File: config.mk
export PLATFORM = sky130hd
export DESIGN_NAME = antikt_min_pair_distance_unit_flat
export DESIGN_NICKNAME = d
export VERILOG_FILES = /design/src/sv/akmpd_pkg.sv /design/src/sv/akmpd_if.sv /design/src/sv/akmpd_ctrl.sv /design/src/sv/akmpd_datapath.sv /design/src/sv/antikt_min_pair_distance_unit.sv /design/src/flat_wrapper.sv
export SDC_FILE = /design/constraint.sdc
export NUM_CORES = 2
export LEC_CHECK = 0
export ABC_AREA = 0
export BUFFER_PORTS_ARGS = -buffer_cell sky130_fd_sc_hd__buf_2
export CAP_MARGIN = 40
export CORE_UTILIZATION = 40
export CTS_BUF_LIST = sky130_fd_sc_hd__clkbuf_2
export DETAILED_ROUTE_END_ITERATION = 10
export PLACE_DENSITY_LB_ADDON = 0.25
export SYNTH_ARGS = -nofsm -noshare
export SYNTH_HDL_FRONTEND = slang
export SYNTH_SLANG_ARGS = --single-unit
File: constraint.sdc
create_clock -name clock -period 12.4 [get_ports clock]
set_input_delay 2.48 -clock clock [delete_from_list [all_inputs] [get_ports clock]]
set_output_delay 2.48 -clock clock [all_outputs]
set_load 0.03 [all_outputs]
File: src/sv/akmpd_pkg.sv
`timescale 1ns / 1ps
// Shared types and constants for the anti-kt minimum pair distance unit.
// No dependencies.
package akmpd_pkg;

   localparam int GROUP_SIZE = 8;
   localparam int LANE_W     = $clog2(GROUP_SIZE);
   localparam int ROT_W      = $clog2(GROUP_SIZE / 2 + 1);

   localparam int PT_W    = 16;
   localparam int ETA_W   = 16;
   localparam int PHI_W   = 15;
   localparam int STORE_W = 16;
   localparam int CSR_W   = 16;
   localparam int DIST_W  = 32;
   localparam int OUT_LANE_W = 3;

   localparam int DIFF_W  = STORE_W + 1;
   localparam int SQ_W    = 2 * DIFF_W;
   localparam int DR2_W   = SQ_W + 1;
   localparam int P2_W    = 2 * PT_W;
   localparam int PROD_W  = DR2_W + CSR_W;
   localparam int DEN_SHIFT = 12;
   localparam int NUM_W   = PROD_W - DEN_SHIFT;
   localparam int DIV_STEPS = DIST_W;
   localparam int DIV_CNT_W = $clog2(DIV_STEPS);

   localparam logic signed [DIFF_W:0] PI_FX    = 18'sd12868;
   localparam logic signed [DIFF_W:0] TWOPI_FX = 18'sd25736;

   localparam int CSR_ADDR_W = 3;
   localparam logic [CSR_ADDR_W-3:0] CSR_INV_R0_SQ = '0;
   localparam logic [CSR_W-1:0] INV_R0_SQ_RESET = 16'd25600;

   typedef enum logic [8:0] {
      ST_COLLECT = 9'b000000001,
      ST_READ    = 9'b000000010,
      ST_DIFF    = 9'b000000100,
      ST_SQUARE  = 9'b000001000,
      ST_SUM     = 9'b000010000,
      ST_SCALE   = 9'b000100000,
      ST_DIVIDE  = 9'b001000000,
      ST_UPDATE  = 9'b010000000,
      ST_FINISH  = 9'b100000000
   } state_type;

   typedef struct packed {
      logic              wr_en;
      logic [LANE_W-1:0] wr_lane;
      logic              rd_en;
      logic [LANE_W-1:0] lane_a;
      logic [LANE_W-1:0] lane_b;
      logic              diff_en;
      logic              square_en;
      logic              sum_en;
      logic              scale_en;
      logic              div_en;
      logic              update_en;
      logic              update_first;
      logic              out_load;
   } cmd_type;

   typedef struct packed {
      logic evaluating;
      logic finishing;
   } status_type;

endpackage

File: src/sv/akmpd_if.sv
`timescale 1ns / 1ps
// Valid/ready channel interfaces for particle input and pair result beats.
// Depends on akmpd_pkg.
interface akmpd_req_if import akmpd_pkg::*; ();
   logic                    valid;
   logic                    ready;
   logic [PT_W-1:0]         pt;
   logic signed [ETA_W-1:0] eta;
   logic signed [PHI_W-1:0] phi;
   modport source (output valid, output pt, output eta, output phi, input ready);
   modport sink   (input valid, input pt, input eta, input phi, output ready);
endinterface

interface akmpd_rsp_if import akmpd_pkg::*; ();
   logic                  valid;
   logic                  ready;
   logic [OUT_LANE_W-1:0] lane_a;
   logic [OUT_LANE_W-1:0] lane_b;
   logic [DIST_W-1:0]     min_distance;
   modport source (output valid, output lane_a, output lane_b, output min_distance,
                   input ready);
   modport sink   (input valid, input lane_a, input lane_b, input min_distance,
                   output ready);
endinterface

File: src/sv/akmpd_ctrl.sv
`timescale 1ns / 1ps
// Sequencer: particle collection, pair walk, divider step count, result beat.
// Depends on akmpd_pkg.
module akmpd_ctrl import akmpd_pkg::*; (
   input  logic       clock,
   input  logic       reset,
   input  logic       req_valid,
   output logic       req_ready,
   output logic       rsp_valid,
   input  logic       rsp_ready,
   output cmd_type    cmd,
   output status_type status
);

   state_type              state_ff, state_in;
   logic [LANE_W-1:0]      fill_ff, fill_in;
   logic [LANE_W-1:0]      lane_ff, lane_in;
   logic [ROT_W-1:0]       rot_ff, rot_in;
   logic [DIV_CNT_W-1:0]   div_cnt_ff, div_cnt_in;
   logic                   rsp_valid_ff, rsp_valid_in;
   logic [LANE_W:0]        lane_ext;
   logic [LANE_W:0]        rot_ext;
   logic [LANE_W:0]        partner;

   always_comb begin
      lane_ext = {1'b0, lane_ff};
      rot_ext  = (LANE_W + 1)'(rot_ff);
      if (lane_ext >= rot_ext) begin
         partner = lane_ext - rot_ext;
      end else begin
         partner = lane_ext + (LANE_W + 1)'(GROUP_SIZE) - rot_ext;
      end
   end

   always_comb begin
      state_in     = state_ff;
      fill_in      = fill_ff;
      lane_in      = lane_ff;
      rot_in       = rot_ff;
      div_cnt_in   = div_cnt_ff;
      cmd          = '0;
      cmd.wr_lane  = fill_ff;
      cmd.lane_a   = lane_ff;
      cmd.lane_b   = partner[LANE_W-1:0];
      req_ready    = 1'b0;
      unique case (state_ff)
         ST_COLLECT: begin
            req_ready = 1'b1;
            if (req_valid) begin
               cmd.wr_en = 1'b1;
               if (fill_ff == LANE_W'(GROUP_SIZE - 1)) begin
                  fill_in  = '0;
                  lane_in  = '0;
                  rot_in   = ROT_W'(1);
                  state_in = ST_READ;
               end else begin
                  fill_in = fill_ff + 1'b1;
               end
            end
         end
         ST_READ: begin
            cmd.rd_en = 1'b1;
            state_in  = ST_DIFF;
         end
         ST_DIFF: begin
            cmd.diff_en = 1'b1;
            state_in    = ST_SQUARE;
         end
         ST_SQUARE: begin
            cmd.square_en = 1'b1;
            state_in      = ST_SUM;
         end
         ST_SUM: begin
            cmd.sum_en = 1'b1;
            state_in   = ST_SCALE;
         end
         ST_SCALE: begin
            cmd.scale_en = 1'b1;
            div_cnt_in   = '0;
            state_in     = ST_DIVIDE;
         end
         ST_DIVIDE: begin
            cmd.div_en = 1'b1;
            div_cnt_in = div_cnt_ff + 1'b1;
            if (div_cnt_ff == DIV_CNT_W'(DIV_STEPS - 1)) begin
               state_in = ST_UPDATE;
            end
         end
         ST_UPDATE: begin
            cmd.update_en    = 1'b1;
            cmd.update_first = (rot_ff == ROT_W'(1)) && (lane_ff == '0);
            if (lane_ff == LANE_W'(GROUP_SIZE - 1)) begin
               lane_in = '0;
               if (rot_ff == ROT_W'(GROUP_SIZE / 2)) begin
                  state_in = ST_FINISH;
               end else begin
                  rot_in   = rot_ff + 1'b1;
                  state_in = ST_READ;
               end
            end else begin
               lane_in  = lane_ff + 1'b1;
               state_in = ST_READ;
            end
         end
         ST_FINISH: begin
            if (!rsp_valid_ff || rsp_ready) begin
               cmd.out_load = 1'b1;
               state_in     = ST_COLLECT;
            end
         end
         default: begin
            state_in = ST_COLLECT;
         end
      endcase
   end

   always_comb begin
      rsp_valid_in = rsp_valid_ff;
      if (cmd.out_load) begin
         rsp_valid_in = 1'b1;
      end else if (rsp_ready) begin
         rsp_valid_in = 1'b0;
      end
   end

   always_ff @(posedge clock) begin
      if (reset) begin
         state_ff     <= ST_COLLECT;
         fill_ff      <= '0;
         lane_ff      <= '0;
         rot_ff       <= ROT_W'(1);
         div_cnt_ff   <= '0;
         rsp_valid_ff <= 1'b0;
      end else begin
         state_ff     <= state_in;
         fill_ff      <= fill_in;
         lane_ff      <= lane_in;
         rot_ff       <= rot_in;
         div_cnt_ff   <= div_cnt_in;
         rsp_valid_ff <= rsp_valid_in;
      end
   end

   assign rsp_valid          = rsp_valid_ff;
   assign status.evaluating  = (state_ff != ST_COLLECT);
   assign status.finishing   = (state_ff == ST_FINISH);

endmodule

File: src/sv/akmpd_datapath.sv
`timescale 1ns / 1ps
// Particle stores, pair distance unit with restoring divider, best-pair tracker.
// Depends on akmpd_pkg; driven by akmpd_ctrl commands.
module akmpd_datapath import akmpd_pkg::*; (
   input  logic                    clock,
   input  cmd_type                 cmd,
   input  logic [CSR_W-1:0]        inv_r0_sq,
   input  logic [PT_W-1:0]         in_pt,
   input  logic signed [ETA_W-1:0] in_eta,
   input  logic signed [PHI_W-1:0] in_phi,
   output logic [OUT_LANE_W-1:0]   out_lane_a,
   output logic [OUT_LANE_W-1:0]   out_lane_b,
   output logic [DIST_W-1:0]       out_distance
);

   logic [PT_W-1:0]           pt_mem  [GROUP_SIZE];
   logic signed [STORE_W-1:0] eta_mem [GROUP_SIZE];
   logic signed [STORE_W-1:0] phi_mem [GROUP_SIZE];

   logic [PT_W-1:0]           pt_a_ff, pt_b_ff;
   logic signed [STORE_W-1:0] eta_a_ff, eta_b_ff, phi_a_ff, phi_b_ff;

   logic signed [DIFF_W-1:0]  deta_ff, deta_in;
   logic signed [DIFF_W-1:0]  dphi_ff, dphi_in;
   logic [PT_W-1:0]           pmax_ff, pmax_in;
   logic signed [DIFF_W:0]    dphi_raw;

   logic [SQ_W-1:0]           sq_eta_ff, sq_phi_ff;
   logic [P2_W-1:0]           p2_ff;
   logic signed [SQ_W-1:0]    sq_eta_s, sq_phi_s;
   logic [DR2_W-1:0]          dr2_ff;

   logic [PROD_W-1:0]         prod;
   logic [NUM_W-1:0]          num;
   logic [DIST_W-1:0]         rem_ff, rem_in;
   logic [DIST_W-1:0]         dq_ff, dq_in;
   logic                      sat_ff, sat_in;
   logic [DIST_W:0]           trial;
   logic [DIST_W-1:0]         pair_d;

   logic [DIST_W-1:0]         best_ff;
   logic [LANE_W-1:0]         best_a_ff, best_b_ff;
   logic [OUT_LANE_W-1:0]     out_a_ff, out_b_ff;
   logic [DIST_W-1:0]         out_d_ff;

   always_ff @(posedge clock) begin
      if (cmd.wr_en) begin
         pt_mem[cmd.wr_lane]  <= in_pt;
         eta_mem[cmd.wr_lane] <= STORE_W'(in_eta);
         phi_mem[cmd.wr_lane] <= STORE_W'(in_phi);
      end
      if (cmd.rd_en) begin
         pt_a_ff  <= pt_mem[cmd.lane_a];
         eta_a_ff <= eta_mem[cmd.lane_a];
         phi_a_ff <= phi_mem[cmd.lane_a];
         pt_b_ff  <= pt_mem[cmd.lane_b];
         eta_b_ff <= eta_mem[cmd.lane_b];
         phi_b_ff <= phi_mem[cmd.lane_b];
      end
   end

   // difference and phase wrap
   always_comb begin
      deta_in  = DIFF_W'(eta_a_ff) - DIFF_W'(eta_b_ff);
      dphi_raw = (DIFF_W + 1)'(phi_a_ff) - (DIFF_W + 1)'(phi_b_ff);
      if (dphi_raw > PI_FX) begin
         dphi_in = DIFF_W'(dphi_raw - TWOPI_FX);
      end else if (dphi_raw < -PI_FX) begin
         dphi_in = DIFF_W'(dphi_raw + TWOPI_FX);
      end else begin
         dphi_in = DIFF_W'(dphi_raw);
      end
      pmax_in = (pt_a_ff > pt_b_ff) ? pt_a_ff : pt_b_ff;
   end

   assign sq_eta_s = deta_ff * deta_ff;
   assign sq_phi_s = dphi_ff * dphi_ff;

   // scale by 1/R0^2 and drop the 4096 of the denominator
   assign prod = PROD_W'(dr2_ff) * PROD_W'(inv_r0_sq);
   assign num  = prod[PROD_W-1:DEN_SHIFT];

   always_comb begin
      rem_in = rem_ff;
      dq_in  = dq_ff;
      sat_in = sat_ff;
      trial  = {rem_ff, dq_ff[DIST_W-1]};
      if (cmd.scale_en) begin
         rem_in = DIST_W'(num[NUM_W-1:DIST_W]);
         dq_in  = num[DIST_W-1:0];
         sat_in = (p2_ff == '0) || (DIST_W'(num[NUM_W-1:DIST_W]) >= p2_ff);
      end else if (cmd.div_en) begin
         if (trial >= {1'b0, p2_ff}) begin
            rem_in = DIST_W'(trial - {1'b0, p2_ff});
            dq_in  = {dq_ff[DIST_W-2:0], 1'b1};
         end else begin
            rem_in = trial[DIST_W-1:0];
            dq_in  = {dq_ff[DIST_W-2:0], 1'b0};
         end
      end
   end

   assign pair_d = sat_ff ? '1 : dq_ff;

   always_ff @(posedge clock) begin
      if (cmd.diff_en) begin
         deta_ff <= deta_in;
         dphi_ff <= dphi_in;
         pmax_ff <= pmax_in;
      end
      if (cmd.square_en) begin
         sq_eta_ff <= SQ_W'(sq_eta_s);
         sq_phi_ff <= SQ_W'(sq_phi_s);
         p2_ff     <= P2_W'(pmax_ff) * P2_W'(pmax_ff);
      end
      if (cmd.sum_en) begin
         dr2_ff <= DR2_W'(sq_eta_ff) + DR2_W'(sq_phi_ff);
      end
      rem_ff <= rem_in;
      dq_ff  <= dq_in;
      sat_ff <= sat_in;
      if (cmd.update_en && (cmd.update_first || pair_d <= best_ff)) begin
         best_ff   <= pair_d;
         best_a_ff <= cmd.lane_a;
         best_b_ff <= cmd.lane_b;
      end
      if (cmd.out_load) begin
         out_a_ff <= OUT_LANE_W'(best_a_ff);
         out_b_ff <= OUT_LANE_W'(best_b_ff);
         out_d_ff <= best_ff;
      end
   end

   assign out_lane_a   = out_a_ff;
   assign out_lane_b   = out_b_ff;
   assign out_distance = out_d_ff;

endmodule

File: src/sv/antikt_min_pair_distance_unit.sv
`timescale 1ns / 1ps
// Top level of the anti-kt minimum pair distance unit: CSR, sequencer, datapath.
// Depends on akmpd_pkg, akmpd_if, akmpd_ctrl and akmpd_datapath.
//
//  channel   direction  beat contents
//  req_ch    in         pt, eta, phi of one particle
//  rsp_ch    out        lane_a, lane_b, min_distance of the closest pair
//  apb       in         inv_r0_sq at address 0
//
// Particle beats are taken while collecting; the 8th starts the evaluation of 32
// pairs on one shared distance unit (5 pipeline steps, 32 divider steps of the
// 1-bit/cycle divider, 1 update), then a finish step that waits until the
// output register is free.
// Reset clears the sequencer and sets inv_r0_sq to 25600. A stalled result
// waits in the output register while the next group is collected.
module antikt_min_pair_distance_unit import akmpd_pkg::*; (
   input  logic                  clock,
   input  logic                  reset,
   akmpd_req_if.sink             req_ch,
   akmpd_rsp_if.source           rsp_ch,
   input  logic                  psel,
   input  logic                  penable,
   input  logic                  pwrite,
   input  logic [CSR_ADDR_W-1:0] paddr,
   input  logic [31:0]           pwdata,
   output logic [31:0]           prdata,
   output logic                  pready
);

   logic [CSR_W-1:0] inv_r0_sq_ff, inv_r0_sq_in;
   cmd_type          cmd;
   status_type       status;
   logic             csr_hit;

   assign pready  = 1'b1;
   assign csr_hit = (paddr[CSR_ADDR_W-1:2] == CSR_INV_R0_SQ);

   always_comb begin
      inv_r0_sq_in = inv_r0_sq_ff;
      if (psel && penable && pwrite && csr_hit) begin
         inv_r0_sq_in = pwdata[CSR_W-1:0];
      end
   end

   always_ff @(posedge clock) begin
      if (reset) begin
         inv_r0_sq_ff <= INV_R0_SQ_RESET;
      end else begin
         inv_r0_sq_ff <= inv_r0_sq_in;
      end
   end

   assign prdata = csr_hit ? {{(32 - CSR_W){1'b0}}, inv_r0_sq_ff} : 32'd0;

   akmpd_ctrl u_ctrl (
      .clock     (clock),
      .reset     (reset),
      .req_valid (req_ch.valid),
      .req_ready (req_ch.ready),
      .rsp_valid (rsp_ch.valid),
      .rsp_ready (rsp_ch.ready),
      .cmd       (cmd),
      .status    (status)
   );

   akmpd_datapath u_datapath (
      .clock        (clock),
      .cmd          (cmd),
      .inv_r0_sq    (inv_r0_sq_ff),
      .in_pt        (req_ch.pt),
      .in_eta       (req_ch.eta),
      .in_phi       (req_ch.phi),
      .out_lane_a   (rsp_ch.lane_a),
      .out_lane_b   (rsp_ch.lane_b),
      .out_distance (rsp_ch.min_distance)
   );

   a_busy_no_req: assert property (@(posedge clock) disable iff (reset)
      status.evaluating |-> !req_ch.ready)
      else $error("particle beat accepted during evaluation");

   a_rsp_after_finish: assert property (@(posedge clock) disable iff (reset)
      $rose(rsp_ch.valid) |-> $past(status.finishing))
      else $error("result beat raised outside finish");

   a_distinct_lanes: assert property (@(posedge clock) disable iff (reset)
      rsp_ch.valid |-> (rsp_ch.lane_a != rsp_ch.lane_b))
      else $error("result pairs a lane with itself");

endmodule
File: src/flat_wrapper.sv
// flat-port wrapper written by rule: the top's interface ports become plain ports
module antikt_min_pair_distance_unit_flat import akmpd_pkg::*;
  (clock, reset, psel, penable, pwrite, paddr, pwdata, prdata, pready, req_ch_valid, req_ch_pt, req_ch_eta, req_ch_phi, req_ch_ready, rsp_ch_valid, rsp_ch_lane_a, rsp_ch_lane_b, rsp_ch_min_distance, rsp_ch_ready);
  akmpd_req_if req_ch_i ();
  akmpd_rsp_if rsp_ch_i ();
  input  logic clock;
  input  logic reset;
  input  logic psel;
  input  logic penable;
  input  logic pwrite;
  input  logic [CSR_ADDR_W-1:0] paddr;
  input  logic [31:0] pwdata;
  output logic [31:0] prdata;
  output logic pready;
  input wire logic [$bits(req_ch_i.valid)-1:0] req_ch_valid;
  input wire logic [$bits(req_ch_i.pt)-1:0] req_ch_pt;
  input wire logic [$bits(req_ch_i.eta)-1:0] req_ch_eta;
  input wire logic [$bits(req_ch_i.phi)-1:0] req_ch_phi;
  output wire logic [$bits(req_ch_i.ready)-1:0] req_ch_ready;
  output wire logic [$bits(rsp_ch_i.valid)-1:0] rsp_ch_valid;
  output wire logic [$bits(rsp_ch_i.lane_a)-1:0] rsp_ch_lane_a;
  output wire logic [$bits(rsp_ch_i.lane_b)-1:0] rsp_ch_lane_b;
  output wire logic [$bits(rsp_ch_i.min_distance)-1:0] rsp_ch_min_distance;
  input wire logic [$bits(rsp_ch_i.ready)-1:0] rsp_ch_ready;
  assign req_ch_i.valid = req_ch_valid;
  assign req_ch_i.pt = req_ch_pt;
  assign req_ch_i.eta = req_ch_eta;
  assign req_ch_i.phi = req_ch_phi;
  assign req_ch_ready = req_ch_i.ready;
  assign rsp_ch_valid = rsp_ch_i.valid;
  assign rsp_ch_lane_a = rsp_ch_i.lane_a;
  assign rsp_ch_lane_b = rsp_ch_i.lane_b;
  assign rsp_ch_min_distance = rsp_ch_i.min_distance;
  assign rsp_ch_i.ready = rsp_ch_ready;
  antikt_min_pair_distance_unit u_core (.clock(clock), .reset(reset), .req_ch(req_ch_i), .rsp_ch(rsp_ch_i), .psel(psel), .penable(penable), .pwrite(pwrite), .paddr(paddr), .pwdata(pwdata), .prdata(prdata), .pready(pready));
endmodule
==> Word-level counts from Yosys, hierarchy flattened <==
Memories as Yosys holds them, arrays and structs flattened. A register that Yosys moved wholly into a read port is not among the register bits.
Index checks and enable logic that the tools add are counted.
{ "word_totals": {"ff_bits": 366, "mem_bits_rw": 384, "input_bits": 89, "output_inout_bits": 73, "elab_cells": 137, "n_memories": 3} }
{ "op_classes": {"add_sub_neg": 13, "n_mul": 4, "n_lt_le_gt_ge": 7, "n_eq_ne": 20, "muxes": 46, "bitwise": 1, "reduce_logical": 19} }
{ "memory_table": {"columns": ["name", "depth", "width", "rd", "rd_clocked_by_memory_dff", "wr", "line_no", "source"], "rows": [
  ["u_core.u_datapath.eta_mem", 8, 16, 2, 2, 1, "akmpd_datapath.sv:17", "logic signed [STORE_W-1:0] eta_mem [GROUP_SIZE];"],
  ["u_core.u_datapath.phi_mem", 8, 16, 2, 2, 1, "akmpd_datapath.sv:18", "logic signed [STORE_W-1:0] phi_mem [GROUP_SIZE];"],
  ["u_core.u_datapath.pt_mem", 8, 16, 2, 2, 1, "akmpd_datapath.sv:16", "logic [PT_W-1:0] pt_mem [GROUP_SIZE];"]
]} }
{ "op_table": {"columns": ["cell", "n"], "rows": [
  ["2-to-1 mux 32 bit", 4],
  ["case mux 9 bit (9 select lines)", 1],
  ["multiplier 17 x 17 -> 34 bit", 2],
  ["2-to-1 mux 9 bit", 6],
  ["multiplier 35 x 16 -> 51 bit", 1],
  ["adder 34 x 34 -> 35 bit", 1],
  ["2-to-1 mux 17 bit", 2],
  ["subtractor 16 x 16 -> 17 bit", 2],
  [">= comparator 33 x 32 -> 1 bit", 1],
  [">= comparator 7 x 32 -> 1 bit", 1],
  ["<= comparator 32 bit", 1],
  ["zero test 32 bit", 1],
  ["multiplier 16 x 16 -> 32 bit", 1],
  ["2-to-1 mux 16 bit", 2],
  ["subtractor 32 bit", 1],
  ["2-to-1 mux 3 bit", 9],
  ["adder 17 x 16 -> 17 bit, second input constant", 1],
  ["greater-than comparator 17 x 15 -> 1 bit, second input constant", 1],
  ["less-than comparator 17 x 15 -> 1 bit, second input constant", 1],
  ["subtractor 17 x 16 -> 17 bit, second input constant", 1],
  ["greater-than comparator 16 bit", 1],
  ["2-to-1 mux 1 bit", 16],
  ["2-to-1 mux 7 bit", 2],
  ["adder 3 x 1 -> 3 bit, second input constant", 4],
  ["other kinds (29)", 47]
]} }

==> Logic depth before layout (Yosys ltp) <==
{ "depth": {"ltp_word": 5, "mapped_depth": 31, "ltp_nobuf": 29} }

==> Modules after synthesis <==
A second synthesis with hierarchy kept.
{ "hier_totals": {"hier_cells": 7438, "area_unflattened_um2": 83293.6} }
{ "by_module_without_submodules": {"columns": ["module", "instances", "cells_each", "area_per_inst_um2", "seq_area_each_um2"], "rows": [
  ["akmpd_datapath", 1, 7146, 80742.4, 23562.6],
  ["akmpd_ctrl", 1, 186, 1579.0, 480.5],
  ["antikt_min_pair_distance_unit", 1, 106, 972.2, 320.3]
]} }

==> Worst setup path after synthesis <==
OpenSTA, ideal clock, no wires.
{ "synth_timing": {"path_type": "reg2reg", "start": "register u_core.u_ctrl.state_ff[0]", "end": "register u_core.u_ctrl.state_ff[4]", "setup_ps": 103, "t_arrival_ps": 11174, "required_time_ps": 12297, "slack_ps": 1123, "path_stages_with_launch": 5, "n_path_buf": 0, "period_less_slack_ps": 11277, "path_cell_list": "dfxtp_1 > nor4_1 > nor3b_1 > nor4bb_1 > o211a_1"} }
{ "synth_between": {"elab_chain_len": 3, "word_cells_on_any_way": 15, "cone_classes": "eq/ne: 13; mux: 1; reduce/logical: 1"} }
{ "synth_lines": {"columns": ["item", "line_no", "source"], "rows": [
  ["from (decl)", "akmpd_ctrl.sv:15", "state_type state_ff, state_in;"],
  ["from (signal assigned)", "akmpd_ctrl.sv:135", "state_ff <= state_in;"],
  ["== test 9 bit (tied with other cells)", "akmpd_ctrl.sv:46", "unique case (state_ff)"],
  ["inequality test 2 bit (no line)", null, null],
  ["AND reduction 4 bit (no line)", null, null]
]} }
Parallel ways exist; a longest one is shown, timed or not.
A chain may end at the register's enable or synchronous reset.

==> Worst setup path after layout <==
{ "layout_timing": {"start": "register u_core.u_datapath.dr2_ff[7]", "end": "register u_core.u_datapath.sat_ff, data pin"} }
{ "layout_between": {"elab_chain_len": 3} }
{ "layout_lines": {"columns": ["item", "line_no", "source"], "rows": [
  ["from (decl)", "akmpd_datapath.sv:31", "logic [DR2_W-1:0] dr2_ff;"],
  ["from (signal assigned)", "akmpd_datapath.sv:117", "dr2_ff <= DR2_W'(sq_eta_ff) + DR2_W'(sq_phi_ff);"],
  ["multiplier 35 x 16 -> 51 bit", "akmpd_datapath.sv:80", "assign prod = PROD_W'(dr2_ff) * PROD_W'(inv_r0_sq);"],
  [">= comparator 7 x 32 -> 1 bit", "akmpd_datapath.sv:91", "sat_in = (p2_ff == '0) || (DIST_W'(num[NUM_W-1:DIST_W]) >= p2_ff);"],
  ["logical OR 1 bit", "akmpd_datapath.sv:91", null],
  ["to (signal assigned)", "akmpd_datapath.sv:121", "sat_ff <= sat_in;"],
  ["to (decl)", "akmpd_datapath.sv:37", "logic sat_ff, sat_in;"]
]} }
Every way passes these cells.

==> out/summary.txt <==
Register bit total from synthesis = 833
Hold_ws = 0.403 ns
Final min period = 8.52 ns
Endpoints failing hold = 0
Vias = 52700
Num CTS Buffers = 216
RSZ-0062 raised after global routing = false
Antenna viol nets, final = 0
Number of port buffers = 126
WL/cell = 18.1 µm
Clk sinks = 833
Initial antenna violation count = 13
Worst Path Arrival = 9.95 ns
# H-tree levels = 4
Synth async-reset ratio = 0%
EDFF count, synth = 768
Die area = 0.207 mm²
Placer Congestion = 0.845
Clock-pin slew on the worst setup and hold paths = 0.11 ns
Detailed Route WL = 188 mm
Pleak = 39.0 nW
Die X = 455 µm
Yosys cell types = 91
Post-synth top area share = 28.5%
Final instance area = 0.0883 mm²
Main synth FF type = edfxtp_1
Register area share after synthesis = 29.6%
Highest clock rate = 117 MHz
Endpoints failing setup = 0
Hold crit path type = reg -> reg
Count leader, synth = inv_1
Core ar. = 0.204 mm²
GRT Overall Usage = 18.5%
Period utilization = 68.7%
First-pass GRT wire length = 306 mm
Synth warn = 0
Initial core utilization = 40.2%
Critical Path Sink Type = flip-flop
Clk_lat worst skew = 1.82 ns
Cts repair resizes = 0
Max FO, Critical Path = 16
Root Driver = clkbuf_2
DPL Wire Length = 141 mm
Power Density = 66.7 mW/mm²
Mapped cell area = 0.0822 mm²
Slew HR = 24.6%
GR Overflow Total = 0
Row cnt = 166
Worst setup SP type = flip-flop
IO Pins = 162
Cell taking the most area after synthesis = fa_1
Placed Instance Area = 0.0862 mm²
Maximum vdd drop = 0.0000786 V
Syn Area/Cell = 11.2 µm²
Max Cap Viol = 0
Post-CTS Setup Bufs = 0
Status = finished clean
Drt via density = 5.08
Vias in the first global route = 57400
Final Slew Violations = 0
1st-pass router iterations = 7
CTS tree = done
DRC = 0
Initial DRC Count = 2815
Clk_skew = 0.260 ns
Synth area leaders = fa_1, edfxtp_1, ha_1
Largest net degree at the start of global routing = 63
Share of layout cells above drive strength 1 = 12.4%
Synth Instances = 7353
Final core utilization = 43.2%
CTS max path bufs = 3
CP required = 13.82 ns
Synth top cells by count = inv_1, fa_1, edfxtp_1
# fillers = 19400
Nets@finish = 9329
TNS Setup = 0 ns
Cts hold-fix bufs = 0
Worst-Margin Slew = 1.13 ns
Die Y-Extent = 455 µm
Critical path class = reg -> reg
Area Growth Syn to Fin = 7.38%
## placed cells by master (no fill, tap or decap), types with 52 or more instances in the layout
cell / instances
a21o_1: 87
a21oi_1: 194
and2_1: 380
buf_2: 126
buf_4: 63
clkbuf_2: 301
clkinv_1: 59
edfxtp_1: 768
fa_1: 1168
ha_1: 551
inv_1: 1517
mux2_2: 113
mux4_2: 188
nand2_1: 747
nand2b_1: 60
nand3_1: 86
nor2_1: 204
nor2b_1: 70
o21ai_0: 136
or2_2: 52
xnor2_1: 166
xor2_1: 66
## stage by stage
stage | setup WS, ns | total power [mW] | cells
3_5_place_dp | 3.78 | 3.98 | 9989
2_1_floorplan | 1.12 | 3.76 | 7368
5_1_grt | 3.42 | 6.22 | 10400
4_1_cts | 3.84 | 5.99 | 10400
6_report | 3.88 | 5.89 | 10400
3_3_place_gp | 3.70 | 3.97 | 9969
## sequential cells by signal, summed over array words and instances (netlist names), 16 cells and up
| signal | cells |
|---|---|
| u_core.u_datapath.dphi_ff | 17 |
| u_core.u_datapath.dq_ff | 32 |
| u_core.u_datapath.sq_phi_ff | 33 |
| u_core.u_datapath.out_distance | 32 |
| u_core.u_datapath.dr2_ff | 35 |
| u_core.u_datapath.pmax_ff | 16 |
| u_core.u_datapath.sq_eta_ff | 33 |
| u_core.u_datapath.phi_mem | 120 |
| u_core.u_datapath.pt_b_ff | 16 |
| u_core.u_datapath.best_ff | 32 |
| u_core.u_datapath.eta_b_ff | 16 |
| u_core.u_datapath.p2_ff | 31 |
| u_core.u_datapath.eta_a_ff | 16 |
| u_core.u_datapath.rem_ff | 32 |
| u_core.u_datapath.pt_a_ff | 16 |
| u_core.u_datapath.eta_mem | 128 |
| u_core.inv_r0_sq_ff | 16 |
| u_core.u_datapath.pt_mem | 128 |
| u_core.u_datapath.deta_ff | 17 |
## path summary, 6_finish.rpt
path | to | slack [ns] | start | depth (start not counted)
setup / recovery | u_core.u_datapath.sat_ff | 3.88 | u_core.u_datapath.dr2_ff[7] | 27
hold / removal | u_core.u_datapath.out_distance[8] | 0.40 | u_core.u_datapath.best_ff[8] | 0
setup reg to reg | u_core.u_datapath.sat_ff | 3.88 | u_core.u_datapath.dr2_ff[7] | 27
hold reg to reg | u_core.u_datapath.out_distance[8] | 0.40 | u_core.u_datapath.best_ff[8] | 0
## where the power goes
| part | switching, mW | total, mW | internal (mW) |
|---|---|---|---|
| clock | 1.22 | 1.97 | 0.744 |
| sequential | 0.0222 | 3.11 | 3.09 |
| combinational | 0.483 | 0.810 | 0.327 |
## critical path: stages, from the launching register on
cell,delay (ns)
edfxtp_1,0.74
and2_1,0.34
fa_1,0.54
inv_1,0.05
fa_1,0.40
fa_1,0.54
inv_1,0.05
fa_1,0.51
fa_1,0.53
inv_1,0.06
fa_1,0.48
inv_1,0.04
ha_1,0.30
and2_1,0.15
o211a_1,0.14
a22oi_1,0.07
a21oi_1,0.56
a41oi_1,0.21
buf_4,0.21
nor4_1,0.48
o211ai_1,0.42
nand3_1,0.25
a31oi_1,0.12
xnor2_1,0.27
ha_1,0.32
a41o_1,0.22
a211oi_1,0.22
a21oi_1,0.12
## cell families after synthesis
| kind of cell | count (synthesis) | synth area share (%) |
|---|---|---|
| simple gates | 1779 | 10.5 |
| fa+ha+maj | 1721 | 36.9 |
| buf+inv | 1797 | 8.31 |
| mux | 303 | 6.72 |
| xor+xnor | 234 | 2.50 |
| flops | 833 | 29.6 |
| other cells | 2 | 0.00913 |
| compound gates | 684 | 5.45 |
## cell type report
cell class              instances  area, µm²  area share [%]
multi-input cells            4738      51200            58.0
flip-flops and latches        833      24400            27.6
inverters                    1522       5720            6.48
well taps                    2688       3360            3.81
repair buffers                208       1560            1.76
clock buffers                 301       1510            1.71
clock inverters                92        551           0.623
diodes                          8       20.0          0.0227
## metal layers
metal | up-vias | GRT usage (%) | part of all wire [%]
met4 | 10 | 5.06 | 2.2
met5 | - | 0 | 0.030
met3 | 279 | 2.73 | 4.5
li1 | 24200 | - | -
met2 | 1210 | 32.0 | 50
met1 | 27000 | 24.1 | 43
Power figures use the tool's default switching activity.
